`config.mk`:
```
export PLATFORM = sky130hd
export DESIGN_NAME = block_rms_level_meter_core
export DESIGN_NICKNAME = d
export VERILOG_FILES = /design/src/hdl/brlm_pkg.sv /design/src/hdl/brlm_ctrl.sv /design/src/hdl/brlm_datapath.sv /design/src/hdl/block_rms_level_meter_core.sv
export SDC_FILE = /design/constraint.sdc
export NUM_CORES = 1
export LEC_CHECK = 0
export BUFFER_PORTS_ARGS = -buffer_cell sky130_fd_sc_hd__buf_2
export CORE_ASPECT_RATIO = 1.4
export CORE_MARGIN = 2
export CORE_UTILIZATION = 50
export DETAILED_ROUTE_END_ITERATION = 16
export PLACE_DENSITY = 0.69
export SKIP_CTS_REPAIR_TIMING = 1
export SLEW_MARGIN = 40
export SYNTH_ARGS = -nofsm -noshare
export SYNTH_HDL_FRONTEND = slang
export SYNTH_SLANG_ARGS = --single-unit
```
`constraint.sdc`:
```
create_clock -name clk -period 8.9 [get_ports clk]
set_input_delay 0.445 -clock clk [delete_from_list [all_inputs] [get_ports clk]]
set_output_delay 0.445 -clock clk [all_outputs]
set_load 0.01 [all_outputs]
```
`src/hdl/brlm_pkg.sv`:
```
// shared types and constants for the block rms level meter
package brlm_pkg;

  localparam int SAMPLE_W      = 16;
  localparam int SUM_W         = 40;
  localparam int ROOT_W        = SUM_W / 2;
  localparam int RMS_W         = 16;
  localparam int FIB_W         = 10;
  localparam int MAX_FRAMES_DF = 512;

  localparam int S_TDATA_W = ((SAMPLE_W + 7) / 8) * 8;
  localparam int M_TDATA_W = ((RMS_W + FIB_W + 7) / 8) * 8;

  localparam int DIV_STEPS  = SUM_W;
  localparam int SQRT_STEPS = ROOT_W;
  localparam int STEP_W     = $clog2(DIV_STEPS);

  typedef enum logic [1:0] {
    ST_ACCUM,
    ST_DIVIDE,
    ST_SQRT,
    ST_DONE
  } state_t;

  typedef struct packed {
    logic accum;
    logic start_div;
    logic div_step;
    logic sqrt_step;
    logic load_out;
  } cmd_t;

  typedef struct packed {
    logic out_busy;
  } status_t;

endpackage

```
`src/hdl/brlm_ctrl.sv`:
```
// controller: accumulate, divide, square root and result hand-off sequencing
module brlm_ctrl (
  input  logic              clk,
  input  logic              rst,
  input  logic              s_tvalid,
  input  logic              s_tlast,
  input  logic              m_tready,
  input  brlm_pkg::status_t stat,
  output logic              s_tready,
  output brlm_pkg::cmd_t    cmd,
  output brlm_pkg::state_t  state
);

  brlm_pkg::state_t             state_next;
  logic [brlm_pkg::STEP_W-1:0]  step;
  logic [brlm_pkg::STEP_W-1:0]  step_next;
  logic                         out_free;

  assign out_free = !stat.out_busy || m_tready;

  always_ff @(posedge clk) begin
    if (rst) begin
      state <= brlm_pkg::ST_ACCUM;
      step  <= '0;
    end else begin
      state <= state_next;
      step  <= step_next;
    end
  end

  always_comb begin
    state_next = state;
    step_next  = step;
    s_tready   = 1'b0;
    cmd        = '0;
    unique case (state)
      brlm_pkg::ST_ACCUM: begin
        s_tready = 1'b1;
        if (s_tvalid) begin
          cmd.accum = 1'b1;
          if (s_tlast) begin
            cmd.start_div = 1'b1;
            step_next     = '0;
            state_next    = brlm_pkg::ST_DIVIDE;
          end
        end
      end
      brlm_pkg::ST_DIVIDE: begin
        cmd.div_step = 1'b1;
        if (step == brlm_pkg::STEP_W'(brlm_pkg::DIV_STEPS - 1)) begin
          step_next  = '0;
          state_next = brlm_pkg::ST_SQRT;
        end else begin
          step_next = step + 1'b1;
        end
      end
      brlm_pkg::ST_SQRT: begin
        cmd.sqrt_step = 1'b1;
        if (step == brlm_pkg::STEP_W'(brlm_pkg::SQRT_STEPS - 1)) begin
          step_next  = '0;
          state_next = brlm_pkg::ST_DONE;
        end else begin
          step_next = step + 1'b1;
        end
      end
      brlm_pkg::ST_DONE: begin
        if (out_free) begin
          cmd.load_out = 1'b1;
          state_next   = brlm_pkg::ST_ACCUM;
        end
      end
      default: begin
        state_next = brlm_pkg::ST_ACCUM;
      end
    endcase
  end

endmodule

```
`src/hdl/brlm_datapath.sv`:
```
// datapath: square accumulator, restoring divider, digit square root, output register
module brlm_datapath #(
  parameter int MAX_FRAMES = brlm_pkg::MAX_FRAMES_DF
) (
  input  logic                             clk,
  input  logic                             rst,
  input  logic signed [brlm_pkg::SAMPLE_W-1:0] left_sample,
  input  brlm_pkg::cmd_t                   cmd,
  input  logic                             m_tready,
  output logic                             m_tvalid,
  output logic [brlm_pkg::M_TDATA_W-1:0]   m_tdata,
  output logic                             m_tuser,
  output brlm_pkg::status_t                stat
);

  localparam int CntW  = $clog2(MAX_FRAMES + 1);
  localparam int SumW  = brlm_pkg::SUM_W;
  localparam int RootW = brlm_pkg::ROOT_W;

  // running block state
  logic [SumW-1:0]  square_sum;
  logic [CntW-1:0]  frame_count;
  logic             overflow_seen;

  // block-end work registers
  logic [SumW-1:0]    qr;
  logic [CntW-1:0]    divisor;
  logic [CntW-1:0]    drem;
  logic               res_ovf;
  logic [RootW+1:0]   srem;
  logic [RootW-1:0]   root;

  // output register
  logic [brlm_pkg::RMS_W-1:0] rms_level;
  logic [brlm_pkg::FIB_W-1:0] frames_in_block;
  logic                       frames_dropped;

  logic signed [2*brlm_pkg::SAMPLE_W-1:0] square;
  logic [SumW-1:0]  sum_next;
  logic [CntW-1:0]  count_next;
  logic             ovf_next;
  logic [CntW:0]    div_cur;
  logic             qbit;
  logic [RootW+3:0] s_cur;
  logic [RootW+3:0] s_trial;
  logic             rbit;

  assign square = left_sample * left_sample;

  always_comb begin
    if (frame_count < CntW'(MAX_FRAMES)) begin
      sum_next   = square_sum + SumW'($unsigned(square));
      count_next = frame_count + 1'b1;
      ovf_next   = overflow_seen;
    end else begin
      sum_next   = square_sum;
      count_next = frame_count;
      ovf_next   = 1'b1;
    end
  end

  // one quotient bit per cycle, zero divisor gives a zero quotient
  assign div_cur = {drem, qr[SumW-1]};
  assign qbit    = (div_cur >= {1'b0, divisor}) && (divisor != '0);

  // one root bit per cycle from the next two bits of the mean
  assign s_cur   = {srem, qr[SumW-1 -: 2]};
  assign s_trial = {2'b00, root, 2'b01};
  assign rbit    = s_cur >= s_trial;

  always_ff @(posedge clk) begin
    if (rst) begin
      square_sum    <= '0;
      frame_count   <= '0;
      overflow_seen <= 1'b0;
    end else if (cmd.accum) begin
      if (cmd.start_div) begin
        square_sum    <= '0;
        frame_count   <= '0;
        overflow_seen <= 1'b0;
      end else begin
        square_sum    <= sum_next;
        frame_count   <= count_next;
        overflow_seen <= ovf_next;
      end
    end
  end

  always_ff @(posedge clk) begin
    if (cmd.start_div) begin
      qr      <= sum_next;
      divisor <= count_next;
      res_ovf <= ovf_next;
      drem    <= '0;
      srem    <= '0;
      root    <= '0;
    end else if (cmd.div_step) begin
      qr <= {qr[SumW-2:0], qbit};
      if (qbit) begin
        drem <= CntW'(div_cur - {1'b0, divisor});
      end else begin
        drem <= CntW'(div_cur);
      end
    end else if (cmd.sqrt_step) begin
      qr   <= {qr[SumW-3:0], 2'b00};
      root <= {root[RootW-2:0], rbit};
      if (rbit) begin
        srem <= (RootW + 2)'(s_cur - s_trial);
      end else begin
        srem <= (RootW + 2)'(s_cur);
      end
    end
  end

  always_ff @(posedge clk) begin
    if (rst) begin
      m_tvalid <= 1'b0;
    end else if (cmd.load_out) begin
      m_tvalid <= 1'b1;
    end else if (m_tready) begin
      m_tvalid <= 1'b0;
    end
  end

  always_ff @(posedge clk) begin
    if (cmd.load_out) begin
      rms_level       <= root[brlm_pkg::RMS_W-1:0];
      frames_in_block <= brlm_pkg::FIB_W'(divisor);
      frames_dropped  <= res_ovf;
    end
  end

  assign m_tdata = brlm_pkg::M_TDATA_W'({frames_in_block, rms_level});
  assign m_tuser = frames_dropped;
  assign stat.out_busy = m_tvalid;

endmodule

```
`src/hdl/block_rms_level_meter_core.sv`:
```
// top level of the block rms level meter
//
//  channel  dir  handshake          payload
//  s_       in   s_tvalid/s_tready  s_tdata[15:0] left_sample, s_tlast last_frame
//  m_       out  m_tvalid/m_tready  m_tdata[15:0] rms_level, [25:16] frames_in_block,
//                                   m_tuser frames_dropped
//
// a sample without tlast is taken while in the accumulate state, one transfer per cycle sustained
// a sample with tlast starts the block end: the divide state, the square root state
// and the done state that loads the output register; s_tready is low throughout,
// and the done state waits while an earlier result has not yet left on m_tready
// the output register lets the next block start while a result waits on m_tready
// rst is synchronous and clears the accumulator, the sequencer and m_tvalid
module block_rms_level_meter_core #(
  parameter int MAX_FRAMES = brlm_pkg::MAX_FRAMES_DF
) (
  input  logic                              clk,
  input  logic                              rst,
  input  logic                              s_tvalid,
  output logic                              s_tready,
  input  logic [brlm_pkg::S_TDATA_W-1:0]    s_tdata,   // left_sample
  input  logic                              s_tlast,   // last_frame
  output logic                              m_tvalid,
  input  logic                              m_tready,
  output logic [brlm_pkg::M_TDATA_W-1:0]    m_tdata,   // rms_level, frames_in_block
  output logic                              m_tuser    // frames_dropped
);

  brlm_pkg::cmd_t    cmd;
  brlm_pkg::status_t stat;
  brlm_pkg::state_t  state;

  brlm_ctrl u_ctrl (
    .clk      (clk),
    .rst      (rst),
    .s_tvalid (s_tvalid),
    .s_tlast  (s_tlast),
    .m_tready (m_tready),
    .stat     (stat),
    .s_tready (s_tready),
    .cmd      (cmd),
    .state    (state)
  );

  brlm_datapath #(
    .MAX_FRAMES (MAX_FRAMES)
  ) u_datapath (
    .clk         (clk),
    .rst         (rst),
    .left_sample ($signed(s_tdata[brlm_pkg::SAMPLE_W-1:0])),
    .cmd         (cmd),
    .m_tready    (m_tready),
    .m_tvalid    (m_tvalid),
    .m_tdata     (m_tdata),
    .m_tuser     (m_tuser),
    .stat        (stat)
  );

  // a closing transfer always starts the divider
  assert property (@(posedge clk) disable iff (rst)
    (s_tvalid && s_tready && s_tlast) |=> (state == brlm_pkg::ST_DIVIDE))
    else $error("block end did not start the divider");

  // a fresh result only comes out of the done state
  assert property (@(posedge clk) disable iff (rst)
    $rose(m_tvalid) |-> ($past(state) == brlm_pkg::ST_DONE))
    else $error("result raised outside the done state");

  // no input transfer while the block end is being worked out
  assert property (@(posedge clk) disable iff (rst)
    (state != brlm_pkg::ST_ACCUM) |-> !s_tready)
    else $error("input ready during block-end work");

endmodule

```
==> run_results.csv, run 1 <==
group,metric,value,unit
status,status,"complete, no violations",
timing,worst_pin_slew,0.8313,ns
synth,netlist_area,20730,µm²
finish,final_cell_area,22150,µm²
synth,syn_inst,2289,
placement,numPlacedInstances,2824,
synth,synth-edff-count,78,
grt,track_usage,0.2181,
grt,overflow,0,
timing,period_share,0.9447,
placement,io_buffers,49,
synth,ys_types,88,
synth,async_flop_share,0,
clocking,cts_tree,"built",
placement,gp_congestion,0.9071,
timing,skew,0.009801,ns
timing,holdWs,0.3101,ns
timing,setup_tns,0,ns
finish,antennaDiodeCount,0,
timing,fmax,118.9,MHz
floorplanning,pin_count,56,
finish,final-seq-area,4586,µm²
setup_path,required,9.18,ns
setup_path,crit_path_end_kind,"register",
setup_path,crit_arrival,8.69,ns
synth,ys_warn_count,0,
routing,drtIter0Drc,724,
grt,grt_pass1_wl,77340,µm
finish,synthToLayoutAreaGrowth,6.837,%
timing,slew_viol_final,0,
floorplanning,fp.coreArea,41070,µm²
setup_path,cpMostUsedCell,"fa_1",
clocking,root_buffer,"clkbuf_16",
grt,grt_antenna_before_repair,0,
min_path,min_path_type,"input port to register",
setup_path,critPathKind,"input port to register",
finish,multiInputGateArea,14350,µm²
placement,dp_hpwl,36640,µm
timing,post-route-min-period,8.408,ns
floorplanning,fp.dieH,244.9,µm
timing,relSlewSlack,0.4438,
clocking,cts_max_level,4,
finish,nets,2722,
synth,ys_seq_area_frac,0.2211,
routing,drt_first_pass_iters,5,
floorplanning,die_w,176.1,µm
grt,grt_pass1_vias,16250,
clocking,clockBufferDepth,2,
job,drv_cap,0,
setup_path,slowest_delay,0.60,ns
clocking,clkLatencyLatePin,0.44,ns
timing,rsz0062_at_grt,"no",
synth,ys_seq_elements,190,
setup_path,slowest_stage,"fa_1",
clocking,numClockSinks,190,
finish,drive_above_1_share,0.07383,
routing,via_per_inst,5.466,
setup_path,startpoint_type,"input port",
routing,vias,15612,
floorplanning,dieArea,43140,µm²
floorplanning,row_count,88,
synth,synth-main-ff-cell,"dfxtp_1",
floorplanning,start_util,0.5048,
routing,ant_nets,0,
timing,hold_viol_final,0,
grt,grt_max_degree,90,
timing,finalSetupViolCount,0,
finish,n_fill_cell,3711,
routing,drt_wl_total,45680,µm
routing,routedWlPerCell,15.99,µm
synth,syn_area_per_cell,9.058,µm²
setup_path,crit_path_max_fanout,21,
routing,drc,0,
clocking,cts_buffers,17,
placement,dpl_cell_area,21580,µm²
clocking,clkTransAtPathRegs,0.07,ns
finish,final_cell_count_no_fill,2856,
-- stage by stage --
step                worst slack [ns]    util
global placement              0.2078  0.5251
global route                0.005484  0.5394
floorplan                     0.5669       -
detailed placement          -0.01014  0.5255
CTS                           0.4614  0.5392
finish                        0.4920  0.5394
-- flip-flops by register name, summed over array words and instances, names as in the netlist --
| name | flops |
|---|---|
| u_datapath.m_tuser | 1 |
| u_datapath.overflow_seen | 1 |
| u_ctrl.state | 2 |
| u_datapath.m_tvalid | 1 |
| u_datapath.frames_in_block | 10 |
| u_datapath.qr | 40 |
| u_datapath.rms_level | 16 |
| u_ctrl.step | 6 |
| u_datapath.res_ovf | 1 |
| u_datapath.srem | 22 |
| u_datapath.root | 20 |
| u_datapath.drem | 10 |
| u_datapath.divisor | 10 |
| u_datapath.square_sum | 40 |
| u_datapath.frame_count | 10 |
-- cell type report --
cell class,instances,share of cell area
Clock inverter,9,0.003389
Sequential cell,190,0.2070
Tap cell,540,0.03050
Clock buffer,23,0.02209
Inverter,386,0.06541
Timing Repair Buffer,86,0.02395
Multi-Input combinational cell,1622,0.6477
-- placed cells by master (no fill, tap or decap), types with 13 or more instances in the layout --
master     synthesis  final
inv_1            384    384
fa_1             235    235
nand2_1          174    174
ha_1             163    161
nor2_1           145    144
a21oi_1          142    142
dfxtp_1          112    111
o21ai_0           99     99
edfxtp_1          78     78
mux2i_1           73     73
xnor2_1           72     72
buf_2              7     49
and2_1            45     45
xor2_1            35     35
buf_4              8     35
nor2b_1           33     31
a21o_1            30     30
a211oi_1          29     29
nand3_1           30     29
a22oi_1           29     29
nor3_1            28     28
and3_1            22     22
a31oi_1           18     18
clkbuf_16          0     18
or3_1             14     14
nand2b_1          14     13
-- routing by layer --
metal,up-vias,share of wire,track usage,wire [µm]
li1,7629,-,-,-
met1,7633,0.41,0.2512,18880
met2,269,0.53,0.4127,24240
met3,81,0.021,0.01936,971
met4,0,0.035,0.08556,1588
met5,-,0,0,0
-- kinds of logic after synthesis --
family / count (synthesis) / synth area share
simple gates: 558 / 0.1299
buf+inv: 482 / 0.08949
compound gates: 473 / 0.1498
fa+ha+maj: 398 / 0.3253
flops: 190 / 0.2211
xor+xnor: 107 / 0.04520
mux: 80 / 0.03904
other cells: 1 / 0.0001809
-- synthesized netlist by cell type, drive strengths merged (4+ instances only) --
cell	count	area [µm²]
o21a	11	82.58
a41oi	4	35.03
a211oi	31	242.7
a21boi	9	67.57
clkbuf	70	262.8
o21ai	112	568.1
nand3	32	170.2
nand3b	12	90.09
buf	26	143.9
o21bai	11	82.58
a221oi	5	50.04
a21oi	145	744.5
edfxtp	78	2342
a21o	30	225.2
nor2	145	544.3
and3	23	148.9
ha	163	2039
nand2b	14	87.58
a22o	9	78.83
nor2b	33	206.5
mux2i	73	730.7
or2	9	56.31
o31a	6	52.55
o211ai	9	86.33
dfxtp	112	2242
a31oi	19	133.9
nand4	13	87.58
o31ai	4	30.03
a22oi	29	217.7
fa	235	4705
a2111oi	4	66.32
mux2	7	78.83
a211o	5	43.79
a311oi	5	43.79
and2	47	297.8
nand2	174	653.1
nor3	28	140.1
inv	384	1441
xor2	35	306.5
or3	14	87.58
xnor2	72	630.6
a31o	6	61.31
-- path summary, 6_finish.rpt --
kind	start	endpoint	slack [ns]	depth (start not counted)
setup / recovery	s_tdata[1]	u_datapath.qr[28]	0.49	27
hold / removal	m_tready	u_datapath.m_tvalid	0.31	4
hold reg to reg	u_datapath.res_ovf	u_datapath.m_tuser	0.44	0
setup reg to reg	u_datapath.square_sum[0]	u_datapath.qr[28]	5.73	10
-- worst max-delay path, delay by kind of cell --
family,cells,cell delay [ns]
compound gates,8,2.29
simple gates,6,1.27
mux,1,0.40
buf+inv,4,0.49
fa+ha+maj,8,3.74
Power of run 1 is left out: the tool's default activity adds up to more than one toggle a clock period on the data nets, which glitch-free logic cannot reach.
==> run 2, diff against run 1 <==
--- a/config.mk
+++ b/config.mk
@@ -11,6 +11,7 @@
 export CORE_UTILIZATION = 50
 export DETAILED_ROUTE_END_ITERATION = 16
 export PLACE_DENSITY = 0.69
+export RECOVER_POWER = 100
 export SKIP_CTS_REPAIR_TIMING = 1
 export SLEW_MARGIN = 40
 export SYNTH_ARGS = -nofsm -noshare
==> run_results.csv, run 2 (synthesis gave the netlist of run 1 again) <==
group,metric,value,unit
status,status,"finished with violations",
status,violations,"max-capacitance violations, max-slew violations",
finish,reg_top3,"u_datapath.qr x40, u_datapath.square_sum x40, u_datapath.srem x22",
routing,vias,15589,
finish,antennaDiodeCount,0,
timing,period_share,0.9500,
placement,numPlacedInstances,2824,
min_path,whs_path_depth,4,
setup_path,crit_arrival,8.73,ns
floorplanning,die_w,176.1,µm
timing,setup_tns,0,ns
setup_path,startpoint,"s_tdata[1]",
setup_path,crit_path_max_fanout,21,
finish,final_common_cell,"inv_1",
min_path,hp-start,"m_tready",
finish,final_cell_count_no_fill,2856,
setup_path,cpMostUsedCell,"fa_1",
routing,drt_first_pass_iters,5,
timing,hold_viol_final,0,
clocking,clkLatencyLatePin,0.44,ns
min_path,min_path_type,"input port to register",
routing,routedWlPerCell,15.99,µm
timing,finalSetupViolCount,0,
clocking,clkTransAtPathRegs,0.07,ns
setup_path,reg2regPathDepth,6,
placement,io_buffers,49,
setup_path,endpoint,"u_datapath.qr[28]",
routing,drtIter0Drc,738,
setup_path,r2r_slack,4.99,ns
timing,skew,0.009590,ns
timing,post-route-min-period,8.455,ns
routing,drc,0,
placement,gp_congestion,0.9071,
finish,layout_common_cells,"inv_1 (385), fa_1 (235), nand2_1 (174)",
setup_path,slowest_stage,"o21ai_0",
grt,grt_max_degree,90,
floorplanning,pin_count,56,
job,drv_cap,4,
floorplanning,row_count,88,
placement,dp_hpwl,36640,µm
timing,slew_viol_final,190,
finish,n_fill_cell,3747,
floorplanning,fp.coreArea,41070,µm²
clocking,clockBufferDepth,2,
timing,worst_pin_slew,3.179,ns
finish,nets,2722,
clocking,root_buffer,"clkbuf_16",
clocking,cts_tree,"built",
setup_path,reg2reg_to,"u_datapath.srem[14]",
setup_path,slowest_delay,0.61,ns
timing,rsz0062_at_grt,"no",
floorplanning,dieArea,43140,µm²
floorplanning,start_util,0.5048,
grt,grt_pass1_vias,16250,
grt,track_usage,0.2181,
routing,ant_nets,0,
clocking,cts_buffers,17,
finish,drive_above_1_share,0.05225,
clocking,numClockSinks,190,
setup_path,required,9.18,ns
setup_path,startpoint_type,"input port",
clocking,cts_max_level,4,
floorplanning,fp.dieH,244.9,µm
routing,via_per_inst,5.458,
grt,grt_pass1_wl,77340,µm
timing,relSlewSlack,-1.119,
routing,drt_wl_total,45660,µm
setup_path,crit_path_end_kind,"register",
timing,fmax,118.3,MHz
setup_path,reg2reg_from,"u_ctrl.state[0]",
grt,grt_antenna_before_repair,0,
finish,synthToLayoutAreaGrowth,6.210,%
grt,overflow,0,
setup_path,critPathKind,"input port to register",
run 2: worst max-delay path: cells and delay by family:
family,cells,cell delay [ns]
compound gates,5,1.83
xor+xnor,1,0.20
fa+ha+maj,8,3.84
buf+inv,4,0.50
mux,1,0.39
simple gates,7,1.51
run 2: layer usage:
layer,vias up,track usage,wire (µm)
li1,7632,-,-
met1,7597,0.2512,18870
met2,272,0.4127,24200
met3,88,0.01936,942
met4,0,0.08556,1643
met5,-,0,0
run 2: stage by stage:
stage	area, µm²	hold slack (ns)	worst slack, ns	utilization
finish	22020	0.3089	0.4448	0.5362
global route	22020	0.3363	0.02053	0.5362
CTS	22150	0.2926	0.4614	0.5392
detailed placement	21580	0.4286	-0.01014	0.5255
global placement	21570	0.4028	0.2078	0.5251
floorplan	20750	0.4003	0.5669	-
run 2: worst min path at each step:
stage | endpoint | slack, ns
after floorplan | u_datapath.m_tuser | 0.40
after global placement | u_datapath.m_tuser | 0.40
after detailed placement | u_datapath.m_tuser | 0.43
after CTS | u_datapath.m_tvalid | 0.29
after global routing | u_datapath.m_tvalid | 0.34
final | u_datapath.m_tvalid | 0.31
run 2: layout make-up:
type,instances,area [µm²],area share
clock inverter,9,75.07,0.003409
multi-input combinational,1622,14280,0.6483
clock buffer,23,489.2,0.02222
tap,540,675.6,0.03068
timing repair buffer,86,471.7,0.02142
sequential,190,4584,0.2082
inverter,386,1449,0.06580
Power of run 2 is left out for the same reason.
